===== src/hdl/hsd_pkg.sv =====
// hsd_pkg: shared types, constants and the data position table
// for the hamming secded decoder; no dependencies
`default_nettype none

package hsd_pkg;

  localparam int LEN_W              = 7;
  localparam int MSG_W              = 57;
  localparam int SYN_W              = 7;
  localparam int R_W                = 3;
  localparam int CFG_IDX_W          = 1;
  localparam int CFG_DATA_W         = 7;
  localparam int DEFAULT_MAX_LENGTH = 64;
  localparam int CODEWORD_W         = 64;
  localparam int MIN_LENGTH         = 3;
  localparam int RESET_CODE_LENGTH  = 7;
  localparam int QUEUE_DEPTH        = 2;

  // configuration register indexes
  typedef enum logic [CFG_IDX_W-1:0] {
    CFG_CODE_LENGTH   = 1'b0,
    CFG_EXTENDED_MODE = 1'b1
  } cfg_reg_t;

  // decode status codes
  typedef enum logic [1:0] {
    ST_CLEAN     = 2'd0,
    ST_CORRECTED = 2'd1,
    ST_DOUBLE    = 2'd2,
    ST_MULTI     = 2'd3
  } status_t;

  // per-word control handed from the front to the back
  typedef struct packed {
    logic [LEN_W-1:0] idx;   // index syndrome
    logic             par;   // overall parity of the masked word
    logic [LEN_W-1:0] n;     // clamped length
    logic [LEN_W-1:0] nn;    // length of the index part
    logic [R_W-1:0]   r;     // index syndrome width
    logic             ext;   // extended mode
  } hsd_ctrl_t;

  // one-based position of message bit j: the j-th non-power-of-two from 3 up
  function automatic logic [LEN_W-1:0] data_pos(input int j);
    int cnt;
    int pos;
    cnt = 0;
    pos = 0;
    for (int p = 3; p < CODEWORD_W; p++) begin
      if ((p & (p - 1)) != 0) begin
        if (cnt == j) begin
          pos = p;
        end
        cnt = cnt + 1;
      end
    end
    return LEN_W'(pos);
  endfunction

endpackage

`default_nettype wire


===== src/hdl/hsd_front.sv =====
// hsd_front: configuration registers, input word capture, length masking
// and syndrome / parity xor trees; uses hsd_pkg
`default_nettype none

module hsd_front import hsd_pkg::*; #(
  parameter int MAX_LENGTH = DEFAULT_MAX_LENGTH
) (
  input  wire logic                  clk,
  input  wire logic                  rst,
  input  wire logic                  cfg_valid,
  output logic                       cfg_ready,
  input  wire logic [CFG_IDX_W-1:0]  cfg_index,
  input  wire logic [CFG_DATA_W-1:0] cfg_data,
  input  wire logic                  in_valid,
  output logic                       in_stall,
  input  wire logic [CODEWORD_W-1:0] codeword,
  output logic                       push,
  input  wire logic                  q_full,
  output hsd_ctrl_t                  front_ctrl,
  output logic [MAX_LENGTH-1:0]      front_word
);

  logic [LEN_W-1:0]      code_length;
  logic                  extended_mode;
  logic                  front_valid;
  logic                  front_valid_next;
  logic                  accept;
  logic [LEN_W-1:0]      n_eff;
  logic [LEN_W-1:0]      nn_eff;
  logic [R_W-1:0]        r_eff;
  logic [MAX_LENGTH-1:0] word_m;
  logic [LEN_W-1:0]      idx_c;
  logic                  par_c;

  assign cfg_ready = 1'b1;

  // configuration registers
  always_ff @(posedge clk) begin
    if (rst) begin
      code_length   <= LEN_W'(RESET_CODE_LENGTH);
      extended_mode <= 1'b0;
    end else if (cfg_valid && cfg_ready) begin
      unique case (cfg_reg_t'(cfg_index))
        CFG_CODE_LENGTH:   code_length   <= cfg_data[LEN_W-1:0];
        CFG_EXTENDED_MODE: extended_mode <= cfg_data[0];
        default:           ;
      endcase
    end
  end

  // clamp length, index part length and syndrome width
  always_comb begin
    if (code_length < LEN_W'(MIN_LENGTH)) begin
      n_eff = LEN_W'(MIN_LENGTH);
    end else if (code_length > LEN_W'(MAX_LENGTH)) begin
      n_eff = LEN_W'(MAX_LENGTH);
    end else begin
      n_eff = code_length;
    end
    nn_eff = extended_mode ? n_eff - LEN_W'(1) : n_eff;
    r_eff = R_W'(2);
    for (int k = 2; k < 7; k++) begin
      if ({1'b0, nn_eff} >= (8'd1 << k)) begin
        r_eff = R_W'(k + 1);
      end
    end
  end

  // mask past length, then xor trees for index syndrome and parity
  always_comb begin
    idx_c = '0;
    for (int i = 0; i < MAX_LENGTH; i++) begin
      word_m[i] = codeword[i] & (LEN_W'(i + 1) <= n_eff);
      if (word_m[i] && (LEN_W'(i + 1) <= nn_eff)) begin
        idx_c = idx_c ^ LEN_W'(i + 1);
      end
    end
    par_c = ^word_m;
  end

  // stage handshake
  assign in_stall = front_valid & q_full;
  assign accept   = in_valid & ~in_stall;
  assign push     = front_valid & ~q_full;
  assign front_valid_next = accept | (front_valid & q_full);

  always_ff @(posedge clk) begin
    if (rst) begin
      front_valid <= 1'b0;
    end else begin
      front_valid <= front_valid_next;
    end
  end

  // word capture
  always_ff @(posedge clk) begin
    if (accept) begin
      front_word     <= word_m;
      front_ctrl.idx <= idx_c;
      front_ctrl.par <= par_c;
      front_ctrl.n   <= n_eff;
      front_ctrl.nn  <= nn_eff;
      front_ctrl.r   <= r_eff;
      front_ctrl.ext <= extended_mode;
    end
  end

endmodule

`default_nettype wire


===== config.mk =====
export PLATFORM = sky130hd
export DESIGN_NAME = hsd_front
export DESIGN_NICKNAME = d
export VERILOG_FILES = /design/src/hdl/hsd_pkg.sv /design/src/hdl/hsd_front.sv
export SDC_FILE = /design/constraint.sdc
export NUM_CORES = 1
export LEC_CHECK = 0
export BUFFER_PORTS_ARGS = -buffer_cell sky130_fd_sc_hd__buf_2
export CAP_MARGIN = 15
export CORE_UTILIZATION = 60
export DETAILED_ROUTE_END_ITERATION = 7
export PLACE_DENSITY = 0.85
export SYNTH_ARGS = -nofsm -noshare
export SYNTH_HDL_FRONTEND = slang
export SYNTH_SLANG_ARGS = --single-unit

===== constraint.sdc =====
create_clock -name clk -period 15.5 [get_ports clk]
set_input_delay 3.1 -clock clk [delete_from_list [all_inputs] [get_ports clk]]
set_output_delay 3.1 -clock clk [all_outputs]
set_load 0.01 [all_outputs]

---- Word level (Yosys, flattened, before mapping) ----
Index checks and enable logic that the tools add are counted.
W data, S select, Z words.
storage, ports and cells
  register bits after elaboration ......... 99
  bits of input ports ..................... 77
  output and inout bits ................... 93
  word-level logic and storage cells ...... 422
cells by class
  add/subtract/negate cells ............... 1
  magnitude comparators ................... 135
  mux-type cells .......................... 71
  bitwise gates (word level) .............. 134
  reductions and logical operators ........ 69
operators with widths
  kind                  count
  $le A6 B7 Y1 const A  64
  $le A5 B7 Y1 const A  32
  $mux W6               32
  $le A4 B7 Y1 const A  16
  $mux W5               16
  $and A1 B1 Y1         67
  $logic_and A1 B1 Y1   64
  $reduce_xor A64 Y1    1
  $not A3 Y3            20
  $not A4 Y4            15
  $le A3 B7 Y1 const A  8
  $mux W4               8
  $not A2 Y2            15
  $not A5 Y5            6
  $le A2 B7 Y1 const A  4
  $mux W7               4
  $le A1 B7 Y1 const A  2
  $le A7 B7 Y1 const A  2
  $mux W3               4
  $mux W2               4
  $ge A7 B3 Y1 const B  1
  $ge A7 B4 Y1 const B  1
  $ge A7 B5 Y1 const B  1
  $ge A7 B6 Y1 const B  1
  other kinds (12)      22

---- Logic depth before layout (Yosys ltp) ----
  depth in word-level cells ............... 128
  depth in mapped cells ................... 20

---- Least setup slack after synthesis ----
OpenSTA, ideal clock, no wires.
  kind .................................... input port to flip-flop
  start point ............................. input port q_full
  end point ............................... register front_ctrl[0] (netlist name) (enable)
  arrival time ............................ 7.298 ns
  data required time ...................... 14.951 ns
  path slack .............................. 7.653 ns
  stages .................................. 2
  cells stage by stage .................... and2_1 -> nor2b_1
on the way
  cells in the longest elaborated chain, start to end .. 3
RTL lines
  element             line             text
  start: declaration  hsd_front.sv:18  input wire logic q_full,
  $and A1 B1 Y1       hsd_front.sv:82  assign in_stall = front_valid & q_full;
  $not A1 Y1          hsd_front.sv:83  assign accept = in_valid & ~in_stall;
  $and A1 B1 Y1       hsd_front.sv:83
  via accept          hsd_front.sv:27  logic accept;
  end: declaration    hsd_front.sv:19  output hsd_ctrl_t front_ctrl,
The timed path passes the listed nets, and every way through them passes these cells.
A chain may end at the register's enable or synchronous reset.

---- Worst setup path after layout ----
  start point ............................. input port q_full
  end point ............................... output port in_stall
on the way
  cells in the longest elaborated chain, start to end .. 1
RTL lines
  element           line             text
  $and A1 B1 Y1     hsd_front.sv:82
  end: declaration  hsd_front.sv:15  output logic in_stall,
No other way between the ends.

==> run summary <==
Outcome: finished clean
HPWL after DPL: 19900 um
Placement Rows: 40
Layout cells sized above 1: 24.3%
CP Max Fanout: 3
Sequential area share after synthesis: 38.0%
Area grow syn2layout: 15.7%
Pre-CTS setup slack: 8.86 ns
IR drop worst, VDD: 0.0564 mV
Initial antenna violation count: 0
WHS Path Cells: 3
CTS tree: yes
Syn Std Cell Area: 7580 um2
DIE AREA: 13100 um2
Most common cell after layout, fill and taps aside: buf_2
Post-synth EDFFs: 90
Antenna Nets Post-Route: 0
Min Hold Slack: 0.656 ns
Largest net degree at the start of global routing: 60
CTS HTree Levels: 3
Share of power burned in registers: 39.1%
First-pass iteration count of the detailed router: 6
Clk buf depth: 2
Yosys Warn Count: 0
Yosys reg bits: 99
Reg2Reg Setup Slack: 9.52 ns
CTS clk-pin slew, worst paths: 0.07 ns
RR Endpoint: front_ctrl[19]
Worst Hold Class: reg -> reg
I/O Pins: 170
Relative slew slack: 23.9%
Number of distinct library cells after synthesis: 84
Sink Count: 99
Final-report hold violation count: 0
Setup-failing EPs final: 0
Cell Pwr Density: 97.9 nW/um2
Postcts setup bufs: 0
FF-to-FF Start: code_length[6]
Worst clock skew: 0.0109 ns
First-pass GRT wire length: 38800 um
Clock root buffer: clkbuf_16
Initial Utilization: 62.3%
WL/cell: 23.4 um
Max cap viols: 0
TritonCTS Buffers: 9
NumNets Final: 1026
Most frequent cells in the layout: 168 x buf_2, 100 x xnor2_1, 90 x edfxtp_1
# diodes: 0
Worst Hold Launch: front_valid
R2R cell count: 16
Via/cell ratio: 6.35
Hold worst-path end: front_valid
Resized Gates After CTS: 0
RSZ-0062 raised after global routing: no
Critical path buffers and inverters: 2
Period minus WS final: 6.64 ns
Critical path's top delay family: buffers and inverters
Ys async rst share: 0%
Residual DRC: 0
Total GRT Usage: 41.0%
Sw Pwr: 275 uW
Core area: 12200 um2
CTS hold repair buffers: 0
Final period util: 42.8%
Worst skew pair latency: 0.35 ns
Cell Int Power: 583 uW
Startpoint type of the worst setup path: primary input
Gpl congestion: 1.03
Comb power frac: 35.7%
Switch share: 32.1%
Worst EP required: 12.40 ns
Global route total overflow: 0
Top_reg_cell synth: edfxtp_1
Clock power frac: 25.3%
Critical path class: in -> out
Via count: 7091
Aggregate routed wire length: 26100 um
Fmax: 151 MHz
Actual slew at the worst max-slew pin: 1.14 ns
Vias in the first global route: 6595
Critical Path Max Stage Delay: 0.19 ns
Crit path capture type: output pin
Chip height: 114 um
DR iter-0 viols: 1053
Critical Path Slowest Stage Cell: and2_1
Crit path top cell by count: buf_2
Leakage: 3.67 nW
Die W: 114 um
Final worst setup slack: 8.86 ns
Post-Syn Instances: 806
IO buf count: 168
Sum of negative setup slack: 0 ns
Worst Path Arrival: 3.54 ns
Slew Limit Fails: 0
Mapped Nets: 887
Stages on the worst setup path: 3
Mean Syn Cell Area: 9.40 um2
Crit-path cells: buf_2 -> and2_1 -> buf_2
power by group through the flow:
stage	Clock (mW)	Combinational (mW)	Sequential, mW
CTS	0.218	0.299	0.335
global placement	0	0.294	0.340
detailed placement	0	0.298	0.341
global route	0.226	0.324	0.338
finish	0.217	0.306	0.335
floorplan	0	0.202	0.353
cell usage after synthesis (all sizes together) (5+ instances only):
master / count / share of area [%]
a211oi: 9 / 0.89
a21boi: 8 / 0.89
a21o: 6 / 0.59
a21oi: 52 / 3.5
a221oi: 5 / 0.66
a31oi: 18 / 1.5
and2: 6 / 0.50
buf: 23 / 1.9
clkbuf: 32 / 1.6
dfxtp: 9 / 2.4
edfxtp: 90 / 36
inv: 47 / 2.3
mux2i: 7 / 0.92
nand2: 57 / 2.9
nand2b: 13 / 1.1
nand3: 14 / 0.92
nand4: 7 / 0.58
nor2: 48 / 2.5
nor2b: 12 / 0.99
nor3: 14 / 0.92
o211ai: 6 / 0.59
o21a: 11 / 1.1
o21ai: 81 / 5.4
o221ai: 5 / 0.89
o22ai: 8 / 0.74
o31ai: 9 / 0.96
xnor2: 103 / 12
xnor3: 13 / 3.9
xor2: 31 / 3.6
tightest hold or removal path: stages, from the launching register on:
cell and delay [ns]:
dfxtp_1 0.30, and2_1 0.17, nor2_1 0.09, nor2_1 0.04
per-layer routing:
| metal | routed length, um | up-vias | GRT usage (%) |
|---|---|---|---|
| met2 | 11400 | 563 | 63.1 |
| met1 | 9840 | 3225 | 54.1 |
| met3 | 3210 | 130 | 8.05 |
| met4 | 1640 | 0 | 23.5 |
| met5 | 0 | - | 0 |
| li1 | - | 3173 | - |
stage by stage:
step	instance area, um2	cells	power, mW	util [%]
after detailed placement	8490	1102	0.639	69.8
after floorplan	7580	806	0.556	-
after global placement	8490	1102	0.634	69.8
after CTS	8770	1116	0.852	72.1
final	8770	1116	0.858	72.1
after global routing	8770	1116	0.888	72.1
flip-flops by register name (all words and copies together), names as in the netlist:
| name | flops |
|---|---|
| front_ctrl | 26 |
| code_length | 7 |
| front_valid | 1 |
| extended_mode | 1 |
| front_word | 64 |
logic make-up after synthesis:
group | share of synthesized area, %
compound gates | 21.3
xor+xnor | 19.6
simple gates | 13.1
fa+ha+maj | 0.941
buf+inv | 5.98
other cells | 0.0495
mux | 0.924
flops | 38.0
cell type report:
type                       instances  area (um2)
clock buffer                       9         225
sequential                        99        2880
clock inverter                     5        56.3
timing repair buffer             183         953
fill                             958        3390
inverter                          49         185
tap                              168         210
multi-input combinational        603        4260
worst max path at each step:
stage                       from             to  slack [ns]
after global placement    q_full       in_stall        8.86
after CTS                 q_full       in_stall        8.86
after detailed placement  q_full       in_stall        8.86
final                     q_full       in_stall        8.86
after floorplan           q_full  front_ctrl[0]        7.65
after global routing      q_full       in_stall        8.81
No activity file was read; power rests on OpenSTA's default activity.
