===== config.mk =====
export PLATFORM = sky130hd
export DESIGN_NAME = hsd_queue
export DESIGN_NICKNAME = d
export VERILOG_FILES = /design/src/hdl/hsd_pkg.sv /design/src/hdl/hsd_queue.sv
export SDC_FILE = /design/constraint.sdc
export NUM_CORES = 1
export LEC_CHECK = 0
export ABC_CLOCK_PERIOD_IN_PS = 2000
export BUFFER_PORTS_ARGS = -buffer_cell sky130_fd_sc_hd__buf_2
export CORE_ASPECT_RATIO = 1.5
export CORE_UTILIZATION = 38
export DETAILED_ROUTE_END_ITERATION = 16
export HOLD_SLACK_MARGIN = 0.1
export PLACE_DENSITY = 0.65
export SLEW_MARGIN = 20
export SYNTH_ARGS = -nofsm -noshare
export SYNTH_HDL_FRONTEND = slang
export SYNTH_SLANG_ARGS = --single-unit

===== constraint.sdc =====
create_clock -name clk -period 2 [get_ports clk]
set_input_delay 0.2 -clock clk [delete_from_list [all_inputs] [get_ports clk]]
set_output_delay 0.2 -clock clk [all_outputs]
set_load 0.01 [all_outputs]

===== src/hdl/hsd_pkg.sv =====
// hsd_pkg: shared types, constants and the data position table
// for the hamming secded decoder; no dependencies
`default_nettype none

package hsd_pkg;

  localparam int LEN_W              = 7;
  localparam int MSG_W              = 57;
  localparam int SYN_W              = 7;
  localparam int R_W                = 3;
  localparam int CFG_IDX_W          = 1;
  localparam int CFG_DATA_W         = 7;
  localparam int DEFAULT_MAX_LENGTH = 64;
  localparam int CODEWORD_W         = 64;
  localparam int MIN_LENGTH         = 3;
  localparam int RESET_CODE_LENGTH  = 7;
  localparam int QUEUE_DEPTH        = 2;

  // configuration register indexes
  typedef enum logic [CFG_IDX_W-1:0] {
    CFG_CODE_LENGTH   = 1'b0,
    CFG_EXTENDED_MODE = 1'b1
  } cfg_reg_t;

  // decode status codes
  typedef enum logic [1:0] {
    ST_CLEAN     = 2'd0,
    ST_CORRECTED = 2'd1,
    ST_DOUBLE    = 2'd2,
    ST_MULTI     = 2'd3
  } status_t;

  // per-word control handed from the front to the back
  typedef struct packed {
    logic [LEN_W-1:0] idx;   // index syndrome
    logic             par;   // overall parity of the masked word
    logic [LEN_W-1:0] n;     // clamped length
    logic [LEN_W-1:0] nn;    // length of the index part
    logic [R_W-1:0]   r;     // index syndrome width
    logic             ext;   // extended mode
  } hsd_ctrl_t;

  // one-based position of message bit j: the j-th non-power-of-two from 3 up
  function automatic logic [LEN_W-1:0] data_pos(input int j);
    int cnt;
    int pos;
    cnt = 0;
    pos = 0;
    for (int p = 3; p < CODEWORD_W; p++) begin
      if ((p & (p - 1)) != 0) begin
        if (cnt == j) begin
          pos = p;
        end
        cnt = cnt + 1;
      end
    end
    return LEN_W'(pos);
  endfunction

endpackage

`default_nettype wire


===== src/hdl/hsd_queue.sv =====
// hsd_queue: short fifo between the front and the back
// generic width; depth from hsd_pkg
`default_nettype none

module hsd_queue import hsd_pkg::*; #(
  parameter int WIDTH = 8,
  parameter int DEPTH = QUEUE_DEPTH
) (
  input  wire logic             clk,
  input  wire logic             rst,
  input  wire logic             push,
  input  wire logic [WIDTH-1:0] wdata,
  output logic                  full,
  input  wire logic             pop,
  output logic                  q_valid,
  output logic [WIDTH-1:0]      rdata
);

  localparam int PTR_W = (DEPTH > 1) ? $clog2(DEPTH) : 1;
  localparam int CNT_W = $clog2(DEPTH + 1);

  logic [WIDTH-1:0] mem [DEPTH];
  logic [PTR_W-1:0] wr_ptr;
  logic [PTR_W-1:0] rd_ptr;
  logic [CNT_W-1:0] count;
  logic             do_push;
  logic             do_pop;

  assign full    = (count == CNT_W'(DEPTH));
  assign q_valid = (count != '0);
  assign do_push = push & ~full;
  assign do_pop  = pop & q_valid;
  assign rdata   = mem[rd_ptr];

  // storage
  always_ff @(posedge clk) begin
    if (do_push) begin
      mem[wr_ptr] <= wdata;
    end
  end

  // pointers and fill count
  always_ff @(posedge clk) begin
    if (rst) begin
      wr_ptr <= '0;
      rd_ptr <= '0;
      count  <= '0;
    end else begin
      if (do_push) begin
        wr_ptr <= (wr_ptr == PTR_W'(DEPTH - 1)) ? '0 : wr_ptr + PTR_W'(1);
      end
      if (do_pop) begin
        rd_ptr <= (rd_ptr == PTR_W'(DEPTH - 1)) ? '0 : rd_ptr + PTR_W'(1);
      end
      if (do_push && !do_pop) begin
        count <= count + CNT_W'(1);
      end else if (do_pop && !do_push) begin
        count <= count - CNT_W'(1);
      end
    end
  end

endmodule

`default_nettype wire


# Yosys cells after proc, flatten, opt, wreduce, memory -nomap -nowiden
# Memories as Yosys holds them, arrays and structs flattened. A register that Yosys moved wholly into a read port is not among the register bits.
# Index checks and enable logic that the tools add are counted.
[word_totals]
output_inout_bits = 10
word_cells = 26
regBits = 4
mem_bits_rw = 16
romBits = 0
input_bits = 12
latchBits = 0
n_memories = 1
[classes]
order_cmp = 0
addsub = 4
n_reduce_logical = 6
eq_ne = 1
div = 0
multipliers = 0
n_mux = 8
shift = 0
bitwise_logic = 3
[mem_list]
columns = ["memory", "words", "word_bits", "read_ports", "rd_ports_with_merged_regs", "write_ports", "line_no", "text"]
rows = [
  ["mem", 2, 8, 1, 1, 1, "hsd_queue.sv:22", "logic [WIDTH-1:0] mem [DEPTH];"],
]
[ops]
columns = ["cell", "count"]
rows = [
  ["$mux W1", 6],
  ["$mux W2", 2],
  ["$reduce_bool A2 Y1", 2],
  ["$add A1 B1 Y1 const B", 2],
  ["$add A2 B1 Y2 const B", 1],
  ["$and A1 B1 Y1", 2],
  ["$eq A2 B2 Y1 const B", 1],
  ["$logic_and A1 B1 Y1", 2],
  ["$logic_not A1 Y1", 2],
  ["$sub A2 B1 Y2 const B", 1],
  ["$not A1 Y1", 1],
]

# Logic depth before layout (Yosys ltp)
# Gate-level depths: netlist (run 1).
[depth]
word_depth = 7
depth_mapped = 6
depth_no_buf = 6

# Worst setup path before layout (run 1)
# OpenSTA, ideal clock, no wires.
[synth_path]
path_kind = "flip-flop to flip-flop"
start = "reg count[1]"
end = "reg count[1]"
synth_period_minus_slack_ns = 1.502
arrival_time_ns = 1.432
path_stages_with_launch = 6
setup_slack_ns = 0.498
n_path_buf = 0
required_time_ns = 1.930
setup_ns = 0.070
path_cell_list = "dfxtp_1 > nor2b_2 > nor2_1 > ha_1 > or3_1 > a21oi_1"
[synth_via]
elab_chain_len = 6
word_cells_on_any_way = 14
cone_classes = "2 x add/sub; 1 x eq/ne; 2 x mux; 3 x bitwise; 6 x reduce/logical"
[synth_lines]
columns = ["element", "line_no", "text"]
rows = [
  ["from (decl)", "hsd_queue.sv:25", "logic [CNT_W-1:0] count;"],
  ["from (signal assigned)", "hsd_queue.sv:56", "count <= count + CNT_W'(1);"],
  ["from (signal assigned)", "hsd_queue.sv:58", "count <= count - CNT_W'(1);"],
  ["$eq A2 B2 Y1 *", "hsd_queue.sv:29", "assign full = (count == CNT_W'(DEPTH));"],
  ["named net full", "hsd_queue.sv:13", "output logic full,"],
  ["$not A1 Y1 *", "hsd_queue.sv:31", "assign do_push = push & ~full;"],
  ["$and A1 B1 Y1 *", "hsd_queue.sv:31", ""],
  ["named net do_push", "hsd_queue.sv:26", "logic do_push;"],
  ["$logic_not A1 Y1", "hsd_queue.sv:57", "end else if (do_pop && !do_push) begin"],
  ["$logic_and A1 B1 Y1", "hsd_queue.sv:57", ""],
  ["$reduce_bool A2 Y1 (no source line)", "--", ""],
]
# The timed path passes the listed nets; every way through them passes the cells marked *. The select of a mux whose other input is x is not followed.
# A chain may end at the register's enable or synchronous reset.

==> implementation parameters, run 1 <==
Parameter                              Value

Hold path
  Destination of the worst hold path ... wr_ptr
  Min-delay worst type ... in2reg
  Cell count of the worst hold path ... 2
  Critical hold path startpoint ... rst

Power
  Comb power frac ... between 30% and 40%
  Psw ... 0.000336 W
  Worst supply voltage drop on vdd ... between 0.7 and 0.8 mV
  Internal portion of total power ... around 0.00082 W
  Static Leak ... ~0.42 nW
  Pwr/cell area ... ~1100 nW/µm²
  Share of power burned in registers ... a little over half
  Net switching share of the total power ... slightly below 30%
  Clock power frac ... 16.6%

Clock tree
  Max Root-Sink Buffers ... 2
  Clock tree root buffer cell ... sky130_fd_sc_hd__clkbuf_4
  Post CTS Setup Buffer Count ... 0
  Clock slew at the register clock pins of the worst setup and hold paths ... ~0.11 ns
  Insertion delay to the later sink of the worst-skew pair ... 0.29 ns
  H-Tree Depth ... 1
  Sinks on the clock net ... 21
  Clock tree from TritonCTS ... built
  Num CTS Buffers ... 3

Yosys
  Count of yosys warnings during synthesis ... 0
  Post-synthesis area per instance ... about 16 µm²
  Proportion of netlist area held by the largest area contributor ... 60.4%
  Dominant cell type by area after synthesis ... sky130_fd_sc_hd__edfxtp_1
  Number of unique standard cell types used by synthesis ... 14
  Proportion of synthesized chip area in sequential cells ... between 70% and 80%
  Area contributors post-synth ... sky130_fd_sc_hd__edfxtp_1, sky130_fd_sc_hd__dfxtp_1, sky130_fd_sc_hd__mux2_2
  Post-synth net total ... 63
  Mapped Cells ... 50
  Total of flip-flops plus latches after synthesis ... 21
  Post-Synthesis Cell Area ... between 700 and 800 µm²

STA
  Final hold violation count ... 0
  RSZ-0062 raised after global routing ... false
  Slack of the critical path ... roughly 0.44 ns
  Pins Over Slew Limit ... 0
  Normalized max-slew margin ... between 70% and 80%
  Share of the clock period used by the worst path ... 77.9%
  Number of setup violations in the final report ... 0
  F_max ... 642 MHz
  Actual transition at the worst max-transition pin ... between 0.3 and 0.4 ns
  Post-route setup TNS ... 0 ns
  Worst setup skew after layout ... approximately 0.0033 ns
  Period minus WS final ... 1.56 ns

Outcome
  Run status ... completed

Die
  Placement Rows ... 19
  Vertical extent of the die ... around 58 µm
  Std-Cell Core Area ... 1900 µm²
  Starting density of the core ... about two fifths
  Num ports ... 22
  Overall die area ... ~2300 µm²
  Die outline width ... about 39 µm

Global routing
  Number of antenna violations at the first check in global routing ... 0
  GR Util All Layers ... approximately an eighth
  Via count of the first global-routing pass ... 491
  Overall overflow remaining after global route ... 0
  Maximum number of pins on one net before global-route repair ... 12
  Wire length of the first global-routing pass ... approximately 2000 µm

Placement
  Number of buffer cells added on primary ports ... 21
  Area of placed instances ... about 900 µm²
  Pre-CTS worst setup slack ... about 0.46 ns
  Weighted congestion reported at the end of routability-driven placement ... approximately 0.65
  Detailed Place HPWL ... 815 µm

Setup path
  Worst-path fanout max ... 8
  Cell at the slowest stage of the critical path ... sky130_fd_sc_hd__dfxtp_1
  Top Family by Delay on Critical Path ... flip-flops
  Path type of the worst setup path ... reg2out
  Cells along the critical path ... mux2_2 -> buf_2
  Count of buffering cells on the critical path with inverters included ... 1
  Worst r2r path cells ... 4
  Worst R2R End ... count[1]
  Stages on worst setup path ... 2
  R2r setup slk ... around 0.45 ns
  Data required time of the worst path ... about 1.8 ns
  Crit path capture type ... primary output
  Crit path DAT ... 1.36 ns
  Kind of launch point of the worst setup path ... flop
  Origin of the critical flop-to-flop path ... count[0]
  Delay of the slowest cell on the worst path ... about 0.55 ns

Routing
  Number of violations reported at the end of detailed-routing iteration 0 ... 14
  Wirelength per Cell ... roughly 11 µm
  Number of DRC violations after detailed routing ... 0
  DR pass1 iterations ... 4
  Count of antenna-violating nets left after detailed routing ... 0
  Total vias in the final route ... roughly 490
  Drt via density ... 4.80
  Post-detailed-routing wire length ... 1180 µm

Layout
  Antenna diodes ... 0
  Share of layout cells above drive strength 1 ... slightly above 40%
  Total non-filler cell area in the finished layout ... approximately 1000 µm²
  Growth of design area from synthesis to finish ... 29.2%
  Number of nets in the finished design ... 96

Job
  Number of maximum-capacitance violations ... 0
-- layer usage --
layer	global-route usage (%)	vias up	wire length, µm
li1	-	245	-
met1	16.0	231	538
met5	0	-	0
met4	7.39	0	14
met2	19.3	16	563
met3	2.30	2	59
-- through the flow --
stage | util, % | std cells | power, W | hold WS [ns]
6_report | 54.1 | 103 | 0.00116 | 0.119
2_1_floorplan | - | 50 | 0.000856 | 0.269
3_3_place_gp | 48.5 | 91 | 0.000962 | 0.388
3_5_place_dp | 48.5 | 91 | 0.000968 | 0.393
5_1_grt | 54.1 | 103 | 0.00124 | 0.130
4_1_cts | 54.1 | 103 | 0.00117 | 0.112
-- worst register-to-register path: cells and delay by family, from the launching register on --
kind | cells | cell delay, ns
compound gates | 2 | 0.42
fa+ha+maj | 1 | 0.32
flops | 1 | 0.37
simple gates | 1 | 0.38
-- power groups by stage --
stage / clock network [W] / registers [W] / logic, W
6_report: 0.000192 / 0.000611 / 0.000354
5_1_grt: 0.000211 / 0.000623 / 0.000407
4_1_cts: 0.000198 / 0.000614 / 0.000359
3_5_place_dp: 0 / 0.000624 / 0.000344
3_3_place_gp: 0 / 0.000621 / 0.000341
2_1_floorplan: 0 / 0.000592 / 0.000263
-- how the worst max path moves through the flow --
stage	start	to
finish	flop	rdata[0]
global route	count[0]	count[1]
CTS	flop	rdata[0]
detailed placement	count[0]	count[1]
global placement	count[0]	count[1]
floorplan	count[1]	count[1]
-- synthesized netlist by cell type (all sizes together) --
cell and number:
and2 1, o21ai 3, nor2b 1, dfxtp 5
or3 2, buf 1, xor2 3, edfxtp 16
nor2 4, a21oi 2, or2 1, mux2 8
inv 2, ha 1
-- state kept, by name, indices dropped and copies added, names as in the netlist, named ones only --
signal and count:
mem 16, rd_ptr 1, count 2, wr_ptr 1
-- what timing repair did --
action,in CTS,in global routing
hold buffers,8,0
gates resized for setup,0,0
endpoints found under the hold margin,16,0
setup endpoints to repair,0,0
-- cell type report --
class                   instances  area (µm²)
well taps                      21        26.3
repair buffers                 29         185
multi-input cells              26         203
flip-flops and latches         21         581
fillers                       173         873
inverters                       2        7.51
clock buffers                   4        26.3
-- layout by cell type, fill, tap and decap left out --
cell / netlist / final
sky130_fd_sc_hd__a21oi_1: 2 / 2
sky130_fd_sc_hd__o21ai_0: 3 / 3
sky130_fd_sc_hd__mux2_2: 8 / 8
sky130_fd_sc_hd__nor2b_2: 1 / 1
sky130_fd_sc_hd__or3_1: 2 / 2
sky130_fd_sc_hd__and2_1: 1 / 1
sky130_fd_sc_hd__dfxtp_1: 5 / 5
sky130_fd_sc_hd__nor2_1: 4 / 4
sky130_fd_sc_hd__buf_2: 1 / 21
sky130_fd_sc_hd__clkbuf_4: 0 / 3
sky130_fd_sc_hd__xor2_1: 3 / 3
sky130_fd_sc_hd__clkbuf_1: 0 / 1
sky130_fd_sc_hd__or2_2: 1 / 1
sky130_fd_sc_hd__dlygate4sd3_1: 0 / 8
sky130_fd_sc_hd__inv_1: 2 / 2
sky130_fd_sc_hd__edfxtp_1: 16 / 16
sky130_fd_sc_hd__ha_1: 1 / 1
-- cell families (layout without fill, tap and decap cells) --
family	Yosys count	in the layout	synth area share (%)
buffers and inverters	3	35	1.57
adders and majority gates	1	1	1.57
and+or+nand+nor	9	9	6.13
muxes	8	8	11.3
xor gates and xnor gates	3	3	3.30
DFF	21	21	73.0
AOI/OAI and AO/OA	5	5	3.14
(Power assumes the default switching activity.)
==> inputs of run 2 (changes only) <==
--- a/config.mk
+++ b/config.mk
@@ -5,7 +5,8 @@
 export SDC_FILE = /design/constraint.sdc
 export NUM_CORES = 1
 export LEC_CHECK = 0
-export ABC_CLOCK_PERIOD_IN_PS = 2000
+export ABC_AREA = 1
+export ABC_CLOCK_PERIOD_IN_PS = 1600
 export BUFFER_PORTS_ARGS = -buffer_cell sky130_fd_sc_hd__buf_2
 export CORE_ASPECT_RATIO = 1.5
 export CORE_UTILIZATION = 38
==> constraint.sdc (replaced) <==
create_clock -name clk -period 1.6 [get_ports clk]
set_input_delay 0.16 -clock clk [delete_from_list [all_inputs] [get_ports clk]]
set_output_delay 0.16 -clock clk [all_outputs]
set_load 0.01 [all_outputs]
==> implementation parameters, run 2 <==
Parameter                              Value

Die
  Num ports ... 22 (unchanged)
  Vertical extent of the die ... 58.9 µm (was 58.0 µm)
  Starting density of the core ... 40.4% (was 41.8%)
  Placement Rows ... 20 (was 19)
  Overall die area ... 2350 µm² (was 2280 µm²)
  Std-Cell Core Area ... 2030 µm² (was 1900 µm²)
  Die outline width ... 39.9 µm (was 39.4 µm)

Clock tree
  Sinks on the clock net ... 21 (unchanged)
  Num CTS Buffers ... 3 (unchanged)
  Clock slew at the register clock pins of the worst setup and hold paths ... 0.11 ns (about the same)
  Clock tree root buffer cell ... sky130_fd_sc_hd__clkbuf_4 (unchanged)
  Clock tree from TritonCTS ... built (unchanged)
  Insertion delay to the later sink of the worst-skew pair ... 0.30 ns (was 0.29 ns)
  H-Tree Depth ... 1 (unchanged)
  Max Root-Sink Buffers ... 2 (unchanged)

Yosys
  Main synth FF type ... sky130_fd_sc_hd__edfxtp_1 (unchanged)
  Post-synthesis area per instance ... 13.2 µm² (was 15.9 µm²)
  Mapped Cells ... 62 (was 50)
  Number of unique standard cell types used by synthesis ... 14 (unchanged)
  Dominant cell type by area after synthesis ... sky130_fd_sc_hd__edfxtp_1 (unchanged)
  Proportion of synthesized chip area in sequential cells ... 70.8% (was 73.0%)
  Area contributors post-synth ... sky130_fd_sc_hd__edfxtp_1, sky130_fd_sc_hd__dfxtp_1, sky130_fd_sc_hd__mux2_2 (unchanged)
  Post-synth net total ... 75 (was 63)
  Most frequent cell after synthesis ... sky130_fd_sc_hd__edfxtp_1 (unchanged)
  Proportion of register bits with asynchronous set or reset after synthesis ... 0% (unchanged)
  Proportion of netlist area held by the largest area contributor ... 58.6% (was 60.4%)
  Total of flip-flops plus latches after synthesis ... 21 (unchanged)
  Count of yosys warnings during synthesis ... 0 (unchanged)
  Number of enable flip-flop cells after synthesis ... 16 (unchanged)
  Post-synth top cells ... sky130_fd_sc_hd__edfxtp_1, sky130_fd_sc_hd__mux2_2, sky130_fd_sc_hd__nor2_1, sky130_fd_sc_hd__inv_1, sky130_fd_sc_hd__nand2_1 (was sky130_fd_sc_hd__edfxtp_1, sky130_fd_sc_hd__mux2_2, sky130_fd_sc_hd__dfxtp_1, sky130_fd_sc_hd__nor2_1)
  Post-Synthesis Cell Area ... 820 µm² (was 796 µm²)

Setup path
  Kind of launch point of the worst setup path ... flop (unchanged)
  Crit path capture type ... primary output (unchanged)
  Worst r2r path cells ... 9 (was 4)
  Cells along the critical path ... mux2_2 -> buf_2 (unchanged)
  Data required time of the worst path ... 1.44 ns (was 1.80 ns)
  Crit path DAT ... 1.25 ns (was 1.36 ns)
  Delay of the slowest cell on the worst path ... 0.46 ns (was 0.55 ns)
  Path type of the worst setup path ... reg2out (unchanged)
  Worst-path fanout max ... 8 (unchanged)
  Cell at the slowest stage of the critical path ... sky130_fd_sc_hd__dfxtp_2 (was sky130_fd_sc_hd__dfxtp_1)

Power
  Worst supply voltage drop on vdd ... 0.855 mV (was 0.705 mV)
  Pwr/cell area ... 1380 nW/µm² (was 1120 nW/µm²)
  Static Leak ... 0.456 nW (was 0.415 nW)

Routing
  Total vias in the final route ... 568 (was 494)
  Wirelength per Cell ... 11.1 µm (was 11.4 µm)
  Post-detailed-routing wire length ... 1310 µm (was 1180 µm)
  Number of DRC violations after detailed routing ... 0 (unchanged)
  Count of antenna-violating nets left after detailed routing ... 0 (unchanged)
  DR pass1 iterations ... 4 (unchanged)
  Number of violations reported at the end of detailed-routing iteration 0 ... 10 (was 14)
  Drt via density ... 4.81 (was 4.80)

Layout
  Regs by FF count ... mem x16, count x2 (unchanged)
  Share of layout cells above drive strength 1 ... 39.6% (was 41.5%)
  Leading cell types in the layout, fill and taps excluded ... sky130_fd_sc_hd__buf_2, sky130_fd_sc_hd__edfxtp_1, sky130_fd_sc_hd__mux2_2, sky130_fd_sc_hd__nor2_1, sky130_fd_sc_hd__dlygate4sd3_1 (was sky130_fd_sc_hd__buf_2, sky130_fd_sc_hd__edfxtp_1, sky130_fd_sc_hd__mux2_2, sky130_fd_sc_hd__dlygate4sd3_1, sky130_fd_sc_hd__dfxtp_1)
  Most common cell after layout, fill and taps aside ... sky130_fd_sc_hd__buf_2 (unchanged)
  Register containing the most flip-flops in the final layout ... mem (unchanged)
  Growth of design area from synthesis to finish ... 30.7% (was 29.2%)
  Antenna diodes ... 0 (unchanged)
  Flip-flop count of the largest register after layout ... 16 (unchanged)
  Number of nets in the finished design ... 110 (was 96)

Placement
  Pre-CTS worst setup slack ... 0.207 ns (was 0.459 ns)
  Number of buffer cells added on primary ports ... 21 (unchanged)
  Detailed Place HPWL ... 941 µm (was 815 µm)
  Weighted congestion reported at the end of routability-driven placement ... 0.596 (was 0.654)

STA
  Pins Over Slew Limit ... 0 (unchanged)
  Normalized max-slew margin ... 85.5% (was 73.7%)
  Share of the clock period used by the worst path ... 88.4%
  RSZ-0062 raised after global routing ... false (unchanged)
  Actual transition at the worst max-transition pin ... 0.217 ns (was 0.395 ns)
  Number of setup violations in the final report ... 0 (unchanged)
  F_max ... 707 MHz
  Worst setup skew after layout ... 0.00259 ns (was 0.00334 ns)
  Final hold violation count ... 0 (unchanged)
  Slack of the critical path ... 0.185 ns (was 0.443 ns)
  Period minus WS final ... 1.41 ns
  Post-route setup TNS ... 0 ns (unchanged)

Global routing
  GR Util All Layers ... 12.7% (was 12.5%)
  Number of antenna violations at the first check in global routing ... 0 (unchanged)
  Via count of the first global-routing pass ... 501 (was 491)
  Maximum number of pins on one net before global-route repair ... 13 (was 12)
  Overall overflow remaining after global route ... 0 (unchanged)
  Wire length of the first global-routing pass ... 2010 µm (was 1960 µm)

Hold path
  Cell count of the worst hold path ... 4 (was 2)
  Min-delay worst type ... in2reg (unchanged)

Job
  Number of maximum-capacitance violations ... 0 (unchanged)

Outcome
  Run status ... completed (unchanged)
[run 2: cell count changes after synthesis, moves of 2 or more]
cell | previous run | this run
sky130_fd_sc_hd__inv_1 | 2 | 7
sky130_fd_sc_hd__nand2_1 | 0 | 7
sky130_fd_sc_hd__nand3_1 | 0 | 2
sky130_fd_sc_hd__nor2_1 | 4 | 8
sky130_fd_sc_hd__or3_1 | 2 | 0
sky130_fd_sc_hd__xor2_1 | 3 | 0
[run 2: critical path, delay by kind of cell (launching register included)]
family                 cells  cell delay [ns]
DFF                        1             0.46
muxes                      1             0.36
buffers and inverters      1             0.14
[run 2: cell type report]
type	count	area (µm²)
inverters	8	30.0
clock inverters	1	5.00
flip-flops and latches	21	582
repair buffers	31	200
well taps	22	27.5
fillers	179	956
clock buffers	3	22.5
multi-input cells	32	204
[run 2: routing by layer]
| layer | wire (µm) | vias up | global-route usage, % |
|---|---|---|---|
| met1 | 560 | 263 | 14.6 |
| met5 | 0 | - | 0 |
| met3 | 70 | 2 | 2.64 |
| met2 | 665 | 20 | 20.5 |
| li1 | - | 283 | - |
| met4 | 17 | 0 | 7.39 |
[run 2: path summary, 6_finish.rpt]
path | from | end | slack [ns]
max | flop | rdata[5] | 0.19
min | rst | count[1] | 0.14
max reg2reg | count[1] | count[1] | 0.19
min reg2reg | rd_ptr | flop | 0.51
[run 2: repair_timing]
action | in CTS | in global routing
setup endpoints to repair | 0 | 8
hold endpoints to repair | 16 | 0
hold buffers | 8 | 0
resized for setup | 0 | 1
setup buffers | 0 | 0
[run 2: power by group]
part / leakage, nW / switching [W] / internal, W / total (W)
registers: 0.191 / 0.0000629 / 0.000697 / 0.000760
clock network: 0.0177 / 0.000157 / 0.0000933 / 0.000250
logic: 0.247 / 0.000249 / 0.000215 / 0.000464
[run 2: cell families after synthesis]
family	after synthesis	share of synthesized area [%]
DFF	21	70.8
and+or+nand+nor	18	8.86
buffers and inverters	9	4.27
muxes	8	11.0
AOI/OAI and AO/OA	5	3.51
adders and majority gates	1	1.53
[run 2: through the flow]
stage | std cells | utilization [%] | cell area, µm² | hold WS, ns | total power [W]
detailed placement | 106 | 47.5 | 962 | 0.354 | 0.00123
global route | 118 | 52.8 | 1070 | 0.148 | 0.00158
floorplan | 62 | - | 820 | 0.259 | 0.00107
CTS | 118 | 52.8 | 1070 | 0.141 | 0.00149
finish | 118 | 52.8 | 1070 | 0.135 | 0.00147
global placement | 106 | 47.5 | 962 | 0.350 | 0.00121
